### config.mk
export PLATFORM = sky130hd
export DESIGN_NAME = timed_sorted_priority_queue
export DESIGN_NICKNAME = d
export VERILOG_FILES = /design/src/hdl/tspq_pkg.sv /design/src/hdl/tspq_ctrl.sv /design/src/hdl/tspq_dp.sv /design/src/hdl/timed_sorted_priority_queue.sv
export SDC_FILE = /design/constraint.sdc
export NUM_CORES = 2
export LEC_CHECK = 0
export ABC_AREA = 1
export BUFFER_PORTS_ARGS = -buffer_cell sky130_fd_sc_hd__buf_2
export CELL_PAD_IN_SITES_DETAIL_PLACEMENT = 0
export CELL_PAD_IN_SITES_GLOBAL_PLACEMENT = 1
export CORE_ASPECT_RATIO = 2
export CORE_MARGIN = 2
export CORE_UTILIZATION = 51
export CTS_CLUSTER_DIAMETER = 40
export DETAILED_ROUTE_END_ITERATION = 8
export PLACE_DENSITY_LB_ADDON = 0.3
export REMOVE_ABC_BUFFERS = 1
export SYNTH_ARGS = -nofsm -noshare
export SYNTH_HDL_FRONTEND = slang
export SYNTH_HIERARCHICAL = 1
export SYNTH_SLANG_ARGS = --single-unit
### constraint.sdc
create_clock -name clk -period 10.7 [get_ports clk]
set_input_delay 2.14 -clock clk [delete_from_list [all_inputs] [get_ports clk]]
set_output_delay 2.14 -clock clk [all_outputs]
set_load 0.05 [all_outputs]
### src/hdl/tspq_pkg.sv
// Shared types, codes and defaults of the timed sorted priority queue.
package tspq_pkg;

	// Default sizes
	localparam int DEPTH_DEF     = 32;
	localparam int ID_BITS_DEF   = 16;
	localparam int TIME_BITS_DEF = 20;

	// Configuration port
	localparam int          PADDR_W      = 3;
	localparam logic        KEY_SEL_WORD = 1'b0;

	// Operation codes on the kind input
	localparam logic [1:0] KIND_ENQ = 2'd0;
	localparam logic [1:0] KIND_DEQ = 2'd1;
	localparam logic [1:0] KIND_ADV = 2'd2;

	// Result status codes
	localparam logic [2:0] STAT_OUT      = 3'd0;
	localparam logic [2:0] STAT_ENQUEUED = 3'd1;
	localparam logic [2:0] STAT_FULL     = 3'd2;
	localparam logic [2:0] STAT_EMPTY    = 3'd3;
	localparam logic [2:0] STAT_NONE_DUE = 3'd4;

	typedef enum logic [2:0] {
		S_IDLE,
		S_INS,
		S_INS_PUT,
		S_ADV,
		S_ADV_CHK,
		S_POP
	} ctrl_state_t;

	typedef enum logic [3:0] {
		DP_NOP,
		DP_REPORT,
		DP_ENQ_START,
		DP_INS_SHIFT,
		DP_INS_PUT,
		DP_DEQ_START,
		DP_ADV_START,
		DP_ADV_STEP,
		DP_POP_START,
		DP_POP
	} dp_op_t;

	typedef struct packed {
		dp_op_t     op;
		logic [2:0] code;
	} dp_cmd_t;

	typedef struct packed {
		logic full;
		logic empty;
		logic shift;
		logic pos_one;
		logic walk_last;
		logic due_zero;
		logic due_last;
	} dp_stat_t;

endpackage

### src/hdl/tspq_ctrl.sv
// Sequencing state machine of the timed sorted priority queue.
module tspq_ctrl import tspq_pkg::*; (
	input  logic       clk,
	input  logic       arst_n,
	input  logic       start,
	input  logic [1:0] kind,
	input  dp_stat_t   stat,
	output dp_cmd_t    cmd,
	output logic       busy
);

	ctrl_state_t state_q, state_nxt;

	always_ff @(posedge clk or negedge arst_n) begin
		if (!arst_n) begin
			state_q <= S_IDLE;
		end else begin
			state_q <= state_nxt;
		end
	end

	always_comb begin
		state_nxt = state_q;
		cmd.op    = DP_NOP;
		cmd.code  = STAT_NONE_DUE;
		case (state_q)
			S_IDLE: begin
				if (start) begin
					case (kind)
						KIND_ENQ: begin
							if (stat.full) begin
								cmd.op   = DP_REPORT;
								cmd.code = STAT_FULL;
							end else begin
								cmd.op    = DP_ENQ_START;
								state_nxt = stat.empty ? S_INS_PUT : S_INS;
							end
						end
						KIND_DEQ: begin
							if (stat.empty) begin
								cmd.op   = DP_REPORT;
								cmd.code = STAT_EMPTY;
							end else begin
								cmd.op    = DP_DEQ_START;
								state_nxt = S_POP;
							end
						end
						KIND_ADV: begin
							if (stat.empty) begin
								cmd.op = DP_REPORT;
							end else begin
								cmd.op    = DP_ADV_START;
								state_nxt = S_ADV;
							end
						end
						default: begin
							cmd.op = DP_REPORT;
						end
					endcase
				end
			end
			S_INS: begin
				if (stat.shift) begin
					cmd.op = DP_INS_SHIFT;
					if (stat.pos_one) begin
						state_nxt = S_INS_PUT;
					end
				end else begin
					cmd.op    = DP_INS_PUT;
					state_nxt = S_IDLE;
				end
			end
			S_INS_PUT: begin
				cmd.op    = DP_INS_PUT;
				state_nxt = S_IDLE;
			end
			S_ADV: begin
				cmd.op = DP_ADV_STEP;
				if (stat.walk_last) begin
					state_nxt = S_ADV_CHK;
				end
			end
			S_ADV_CHK: begin
				if (stat.due_zero) begin
					cmd.op    = DP_REPORT;
					state_nxt = S_IDLE;
				end else begin
					cmd.op    = DP_POP_START;
					state_nxt = S_POP;
				end
			end
			S_POP: begin
				cmd.op = DP_POP;
				if (stat.due_last) begin
					state_nxt = S_IDLE;
				end
			end
			default: begin
				state_nxt = S_IDLE;
			end
		endcase
	end

	assign busy = (state_q != S_IDLE);

endmodule

### src/hdl/tspq_dp.sv
// Datapath of the timed sorted priority queue: entry memory, pointers, result register.
module tspq_dp import tspq_pkg::*; #(
	parameter int DEPTH     = DEPTH_DEF,
	parameter int ID_BITS   = ID_BITS_DEF,
	parameter int TIME_BITS = TIME_BITS_DEF
) (
	input  logic                       clk,
	input  logic                       arst_n,
	input  dp_cmd_t                    cmd,
	input  logic                       key_sel,
	input  logic [ID_BITS-1:0]         item_id,
	input  logic [TIME_BITS-1:0]       send_time,
	input  logic [TIME_BITS-1:0]       exp_time,
	input  logic [TIME_BITS-1:0]       step_amount,
	output dp_stat_t                   stat,
	output logic                       valid,
	output logic [2:0]                 status,
	output logic [ID_BITS-1:0]         out_item_id,
	output logic [TIME_BITS-1:0]       out_send_time,
	output logic [TIME_BITS-1:0]       out_exp_time,
	output logic [$clog2(DEPTH+1)-1:0] occupancy,
	output logic                       last
);

	localparam int IDX_W = $clog2(DEPTH);
	localparam int CNT_W = $clog2(DEPTH + 1);
	localparam int ENT_W = ID_BITS + 2 * TIME_BITS;

	function automatic logic [IDX_W-1:0] phys(input logic [IDX_W-1:0] h,
			input logic [CNT_W-1:0] l);
		logic [CNT_W:0] sum;
		sum = {{(CNT_W + 1 - IDX_W){1'b0}}, h} + {1'b0, l};
		if (sum >= (CNT_W + 1)'(DEPTH)) begin
			sum = sum - (CNT_W + 1)'(DEPTH);
		end
		return sum[IDX_W-1:0];
	endfunction

	logic [ENT_W-1:0]     mem_q [DEPTH];
	logic [ENT_W-1:0]     rdata_q;
	logic [IDX_W-1:0]     head_q;
	logic [CNT_W-1:0]     count_q;
	logic [CNT_W-1:0]     pos_q;
	logic [CNT_W-1:0]     rd_q;
	logic [CNT_W-1:0]     due_q;
	logic                 prefix_q;
	logic [ID_BITS-1:0]   id_q;
	logic [TIME_BITS-1:0] snd_q;
	logic [TIME_BITS-1:0] exp_q;
	logic [TIME_BITS-1:0] step_q;

	logic                 we, re;
	logic [IDX_W-1:0]     waddr, raddr;
	logic [ENT_W-1:0]     wdata;

	logic [ID_BITS-1:0]   rd_id;
	logic [TIME_BITS-1:0] rd_snd, rd_exp, rd_key, new_key, sat_key;
	logic                 shift;
	logic [ENT_W-1:0]     adv_entry;

	assign rd_id   = rdata_q[ENT_W-1 -: ID_BITS];
	assign rd_snd  = rdata_q[2*TIME_BITS-1 -: TIME_BITS];
	assign rd_exp  = rdata_q[TIME_BITS-1:0];
	assign rd_key  = key_sel ? rd_snd : rd_exp;
	assign new_key = key_sel ? snd_q : exp_q;
	assign shift   = (new_key < rd_key);
	assign sat_key = (rd_key > step_q) ? (rd_key - step_q) : '0;
	assign adv_entry = key_sel ? {rd_id, sat_key, rd_exp} : {rd_id, rd_snd, sat_key};

	assign stat.full      = (count_q == CNT_W'(DEPTH));
	assign stat.empty     = (count_q == '0);
	assign stat.shift     = shift;
	assign stat.pos_one   = (pos_q == CNT_W'(1));
	assign stat.walk_last = (rd_q == count_q);
	assign stat.due_zero  = (due_q == '0);
	assign stat.due_last  = (due_q == CNT_W'(1));

	// Memory port control
	always_comb begin
		we    = 1'b0;
		re    = 1'b0;
		waddr = head_q;
		raddr = head_q;
		wdata = rdata_q;
		case (cmd.op)
			DP_ENQ_START: begin
				re    = (count_q != '0);
				raddr = phys(head_q, count_q - CNT_W'(1));
			end
			DP_INS_SHIFT: begin
				we    = 1'b1;
				waddr = phys(head_q, pos_q);
				re    = (pos_q != CNT_W'(1));
				raddr = phys(head_q, pos_q - CNT_W'(2));
			end
			DP_INS_PUT: begin
				we    = 1'b1;
				waddr = phys(head_q, pos_q);
				wdata = {id_q, snd_q, exp_q};
			end
			DP_DEQ_START, DP_ADV_START, DP_POP_START: begin
				re = 1'b1;
			end
			DP_ADV_STEP: begin
				we    = 1'b1;
				waddr = phys(head_q, rd_q - CNT_W'(1));
				wdata = adv_entry;
				re    = (rd_q < count_q);
				raddr = phys(head_q, rd_q);
			end
			DP_POP: begin
				re    = (due_q != CNT_W'(1));
				raddr = phys(head_q, CNT_W'(1));
			end
			default: begin
			end
		endcase
	end

	always_ff @(posedge clk) begin
		if (we) begin
			mem_q[waddr] <= wdata;
		end
		if (re) begin
			rdata_q <= mem_q[raddr];
		end
	end

	// Captured operands
	always_ff @(posedge clk) begin
		if (cmd.op == DP_ENQ_START) begin
			id_q  <= item_id;
			snd_q <= send_time;
			exp_q <= exp_time;
		end
		if (cmd.op == DP_ADV_START) begin
			step_q <= step_amount;
		end
	end

	// Pointers, counters and result register
	always_ff @(posedge clk or negedge arst_n) begin
		if (!arst_n) begin
			head_q        <= '0;
			count_q       <= '0;
			pos_q         <= '0;
			rd_q          <= '0;
			due_q         <= '0;
			prefix_q      <= 1'b0;
			valid         <= 1'b0;
			status        <= STAT_NONE_DUE;
			out_item_id   <= '0;
			out_send_time <= '0;
			out_exp_time  <= '0;
			occupancy     <= '0;
			last          <= 1'b0;
		end else begin
			valid <= 1'b0;
			case (cmd.op)
				DP_REPORT: begin
					valid         <= 1'b1;
					status        <= cmd.code;
					out_item_id   <= '0;
					out_send_time <= '0;
					out_exp_time  <= '0;
					occupancy     <= count_q;
					last          <= 1'b1;
				end
				DP_ENQ_START: begin
					pos_q <= count_q;
				end
				DP_INS_SHIFT: begin
					pos_q <= pos_q - CNT_W'(1);
				end
				DP_INS_PUT: begin
					count_q       <= count_q + CNT_W'(1);
					valid         <= 1'b1;
					status        <= STAT_ENQUEUED;
					out_item_id   <= '0;
					out_send_time <= '0;
					out_exp_time  <= '0;
					occupancy     <= count_q + CNT_W'(1);
					last          <= 1'b1;
				end
				DP_DEQ_START: begin
					due_q <= CNT_W'(1);
				end
				DP_ADV_START: begin
					rd_q     <= CNT_W'(1);
					due_q    <= '0;
					prefix_q <= 1'b1;
				end
				DP_ADV_STEP: begin
					rd_q <= rd_q + CNT_W'(1);
					if (prefix_q && (sat_key == '0)) begin
						due_q <= due_q + CNT_W'(1);
					end else begin
						prefix_q <= 1'b0;
					end
				end
				DP_POP: begin
					valid         <= 1'b1;
					status        <= STAT_OUT;
					out_item_id   <= rd_id;
					out_send_time <= rd_snd;
					out_exp_time  <= rd_exp;
					occupancy     <= count_q - due_q;
					last          <= (due_q == CNT_W'(1));
					count_q       <= count_q - CNT_W'(1);
					due_q         <= due_q - CNT_W'(1);
					head_q        <= (count_q == CNT_W'(1)) ? '0 : phys(head_q, CNT_W'(1));
				end
				default: begin
				end
			endcase
		end
	end

endmodule

### src/hdl/timed_sorted_priority_queue.sv
// Top level of the timed sorted priority queue: register port, controller and datapath.
// A rejected enqueue, an empty dequeue or an advance on an empty queue answers in the
//   cycle after start; an enqueue moves each entry with a later key up by one slot,
//   one entry per cycle through the entry memory, then writes the new entry.
// A dequeue reads and pops the head; an advance steps every key, then pops each entry due.
// Results carry one strobe cycle each and cannot be stalled; busy is high while working.
// Reset (arst_n low) empties the queue and clears key_select; no memory clearing pass.
module timed_sorted_priority_queue import tspq_pkg::*; #(
	parameter int DEPTH     = DEPTH_DEF,
	parameter int ID_BITS   = ID_BITS_DEF,
	parameter int TIME_BITS = TIME_BITS_DEF
) (
	input  logic                       clk,
	input  logic                       arst_n,
	// configuration port
	input  logic                       psel,
	input  logic                       penable,
	input  logic                       pwrite,
	input  logic [PADDR_W-1:0]         paddr,
	input  logic [31:0]                pwdata,
	output logic [31:0]                prdata,
	output logic                       pready,
	// command side
	input  logic                       start,
	output logic                       busy,
	input  logic [1:0]                 kind,
	input  logic [ID_BITS-1:0]         item_id,
	input  logic [TIME_BITS-1:0]       send_time,
	input  logic [TIME_BITS-1:0]       exp_time,
	input  logic [TIME_BITS-1:0]       step_amount,
	// result side
	output logic                       valid,
	output logic [2:0]                 status,
	output logic [ID_BITS-1:0]         out_item_id,
	output logic [TIME_BITS-1:0]       out_send_time,
	output logic [TIME_BITS-1:0]       out_exp_time,
	output logic [$clog2(DEPTH+1)-1:0] occupancy,
	output logic                       last
);

	logic     key_sel_q;
	logic     cfg_wr;
	logic     start_acc;
	dp_cmd_t  cmd;
	dp_stat_t stat;

	// The register port never waits; a write lands on the access cycle.
	assign pready = 1'b1;
	assign cfg_wr = psel && penable && pwrite && pready;

	// Only word 0 holds a register; writes to other words are dropped.
	always_ff @(posedge clk or negedge arst_n) begin
		if (!arst_n) begin
			key_sel_q <= 1'b0;
		end else if (cfg_wr && (paddr[PADDR_W-1:2] == KEY_SEL_WORD)) begin
			key_sel_q <= pwdata[0];
		end
	end

	assign prdata = (paddr[PADDR_W-1:2] == KEY_SEL_WORD) ? {31'b0, key_sel_q} : 32'b0;

	// A transaction is taken only while the controller is idle.
	assign start_acc = start && !busy;

	tspq_ctrl u_ctrl (
		.clk    (clk),
		.arst_n (arst_n),
		.start  (start_acc),
		.kind   (kind),
		.stat   (stat),
		.cmd    (cmd),
		.busy   (busy)
	);

	// The datapath holds the entry memory, head and count, and the result register.
	tspq_dp #(
		.DEPTH     (DEPTH),
		.ID_BITS   (ID_BITS),
		.TIME_BITS (TIME_BITS)
	) u_dp (
		.clk           (clk),
		.arst_n        (arst_n),
		.cmd           (cmd),
		.key_sel       (key_sel_q),
		.item_id       (item_id),
		.send_time     (send_time),
		.exp_time      (exp_time),
		.step_amount   (step_amount),
		.stat          (stat),
		.valid         (valid),
		.status        (status),
		.out_item_id   (out_item_id),
		.out_send_time (out_send_time),
		.out_exp_time  (out_exp_time),
		.occupancy     (occupancy),
		.last          (last)
	);

endmodule

==> out/metrics.cfg <==
[outcome]
status = finished, final reports clean

[worst_setup_path]
worst_setup_path_start_kind = register
cpLargestDelayFamily = simple AND/OR/NAND/NOR gates
endpoint_kind = register
reg2reg_from = key_sel_q
crit_buf_inv = 3
critical_path_class = register to register
r2r_setup_slack_ps = 1940
rr_worst_depth = 29
required_ps = 11280
cpMaxStageDelayCell = o21ai_0
slowest_delay_ps = 760
critPathMaxFanout = 102
crit_path_frequent_cell = nor2_1
arrival_ps = 9340
r2r-end = u_dp/rdata_q[29]

[route]
drtIter0Drc = 6380
routedWlPerCell_um = 26.62
via_count = 56740
dr.pass1.iters = 5
routed_wl_um = 247400
route.detailed.drc = 0
via_per_inst = 6.103
ant_nets = 0

[global_routing]
groute.usage.overall_pct = 28.64
grt_pass1_wl_um = 358200
grt_pass1_vias = 53949
grt_remaining_overflow = 0
grt_start_max_net_pins = 233
antenna_found_initial = 6

[floorplanning]
dieHeight_um = 581.4
rows = 212
core_area_sq_mm = 0.1660
io_pins = 220
die_x_um = 292.7
start_util_pct = 51.20
dieArea_sq_mm = 0.1702

[worst_hold_path]
min_path_cells = 2
hold_end = u_dp/status[1]
hold_start = u_dp/status[1]
min_path_type = register to register

[job]
cap_viol_max_count = 0

[placed_design]
dp_hpwl_um = 130500
dpl_cell_area_sq_mm = 0.08891
portBuffers = 154
dp_cells = 8953
gp_congestion = 0.8528

[synthesis]
yosysWarnings = 6
synth-edff-count = 1924
synthTopCellsByCount = edfxtp_1, nor2_1, o21ai_0
synth.most_common_cell = edfxtp_1
synth_area_per_cell_sq_um = 12.26
syn_area_sq_mm = 0.08502
synth-seq-cells = 2025
synthDistinctLibCells = 51
ys_top_cells_by_area = edfxtp_1, o211ai_1, nor2_1, o21ai_0, nand2_1
synthFlopType = edfxtp_1
syn_inst = 6935
yosysTopAreaCell = edfxtp_1
synth_top_area_share_pct = 67.96
synth_seq_area_share_pct = 70.93
ys_async_sr_fraction_pct = 4.988

[clock_network]
postCtsSetupBuffers = 0
htree_levels = 4
clk_pin_slew_ps = 60
clk_latency_ps = 850
cts_tree = done
cts_num_sinks = 2025
root_buffer = clkbuf_16
hold_buffers = 0
cts.repair.resized = 0
cts_buffers = 192
cts.path.max_buffers = 4

[timing]
worst_pin_slew_ps = 1443
fin_crit_ps = 8760
finClkSkew_ps = 42.88
setup_violations = 0
max_clock_freq_mhz = 114.2
slew_viol_final = 0
slew_headroom_pct = 3.816
finalHoldViolations = 0
rsz0062_at_grt = false
holdWs_ps = 470.5
period_share_pct = 81.87

[layout]
multi_input_comb_area_sq_mm = 0.02224
fin_cells = 9297
drive_gt1_share_pct = 13.14
register_area_sq_mm = 0.06031
final_cell_area_sq_mm = 0.09517
n_fill_cell = 13364
area_growth_pct = 11.94
fin_nets = 7209

## final cells by class
| cell class | count | area share (%) |
|---|---|---|
| diodes | 1 | 0.002629 |
| clock inverters | 104 | 1.178 |
| inverters | 274 | 1.121 |
| well taps | 2140 | 2.814 |
| multi-input cells | 4195 | 23.37 |
| repair buffers | 320 | 2.761 |
| clock buffers | 238 | 5.380 |
| flip-flops and latches | 2025 | 63.37 |
## state kept, by name (all words and copies together), names as in the netlist
| register | flops |
|---|---|
| u_dp/step_q | 20 |
| u_dp/id_q | 16 |
| u_dp/status | 3 |
| u_dp/snd_q | 20 |
| u_dp/mem_q | 1792 |
| u_dp/valid | 1 |
| u_dp/occupancy | 6 |
| u_dp/exp_q | 20 |
| u_dp/out_item_id | 16 |
| u_dp/rd_q | 6 |
| u_ctrl/state_q | 3 |
| u_dp/head_q | 5 |
| key_sel_q | 1 |
| u_dp/rdata_q | 56 |
| u_dp/pos_q | 6 |
| u_dp/prefix_q | 1 |
| u_dp/count_q | 6 |
| u_dp/last | 1 |
| u_dp/due_q | 6 |
| u_dp/out_exp_time | 20 |
| u_dp/out_send_time | 20 |
## cells in the final DEF (no fill, tap or decap), drive strengths merged, types with 2 or more instances in the layout
master / instances
a211oi: 3
a21oi: 52
a221oi: 2
a31oi: 2
a41oi: 4
and2: 2
buf: 320
bufinv: 16
clkbuf: 238
clkinv: 65
clkinvlp: 13
conb: 32
dfrtp: 100
edfxtp: 1924
fa: 4
ha: 78
inv: 284
nand2: 721
nand3: 361
nand3b: 6
nand4: 9
nor2: 1073
nor3: 17
o2111ai: 2
o211ai: 645
o21ai: 857
o21bai: 2
o221ai: 40
o22ai: 9
o31ai: 2
or2: 232
xnor2: 7
xor2: 25
## layer usage
metal / share of wire, % / routed length, um / global-route usage (%) / vias up
li1: - / - / - / 25269
met1: 40 / 98200 / 38.54 / 28349
met2: 48 / 119800 / 47.52 / 2619
met3: 8.2 / 20240 / 4.234 / 503
met4: 3.7 / 9236 / 10.45 / 0
met5: 0 / 0 / 0 / -
## per-stage QoR
step	util (%)	setup TNS, ps	setup slack (ps)
2_1_floorplan	-	-1213510	-18450
3_3_place_gp	53.54	0	2007
3_5_place_dp	53.54	0	1933
4_1_cts	57.30	0	1923
5_1_grt	57.31	0	1123
6_report	57.31	0	1940
## worst register-to-register path: cells and delay by family, from the launching register on
kind,cells,cell delay (ps)
AO/OA/AOI/OAI,9,2510
adder cells (fa/ha/maj),2,660
buffers and inverters,3,1380
flip-flops,1,740
AND/OR/NAND/NOR,15,3210
## logic make-up (layout without fill, tap and decap cells)
kind of cell             Yosys count  in the layout  share of synthesized area [%]
AO/OA/AOI/OAI                   1626           1626                          11.75
XOR/XNOR                          32             32                         0.3297
adder cells (fa/ha/maj)           82             82                          1.242
buffers and inverters            745            936                          3.670
flip-flops                      2025           2025                          70.93
multiplexers                       1              1                        0.01177
other                              2             33                       0.008834
AND/OR/NAND/NOR                 2422           2422                          12.06
## worst max-delay path by stage
stage              start                to  slack [ps]  depth (start not counted)
2_1_floorplan  key_sel_q   u_dp/rdata_q[0]      -18450                         29
3_3_place_gp   key_sel_q   u_dp/rdata_q[3]        2010                         30
3_5_place_dp   key_sel_q   u_dp/rdata_q[4]        1930                         29
4_1_cts        key_sel_q   u_dp/rdata_q[4]        1920                         29
5_1_grt        key_sel_q   u_dp/rdata_q[3]        1120                         30
6_report       key_sel_q  u_dp/rdata_q[29]        1940                         29
Power is not shown: default switching activity piles up to over one toggle a cycle in this logic, so the estimate is an artifact.
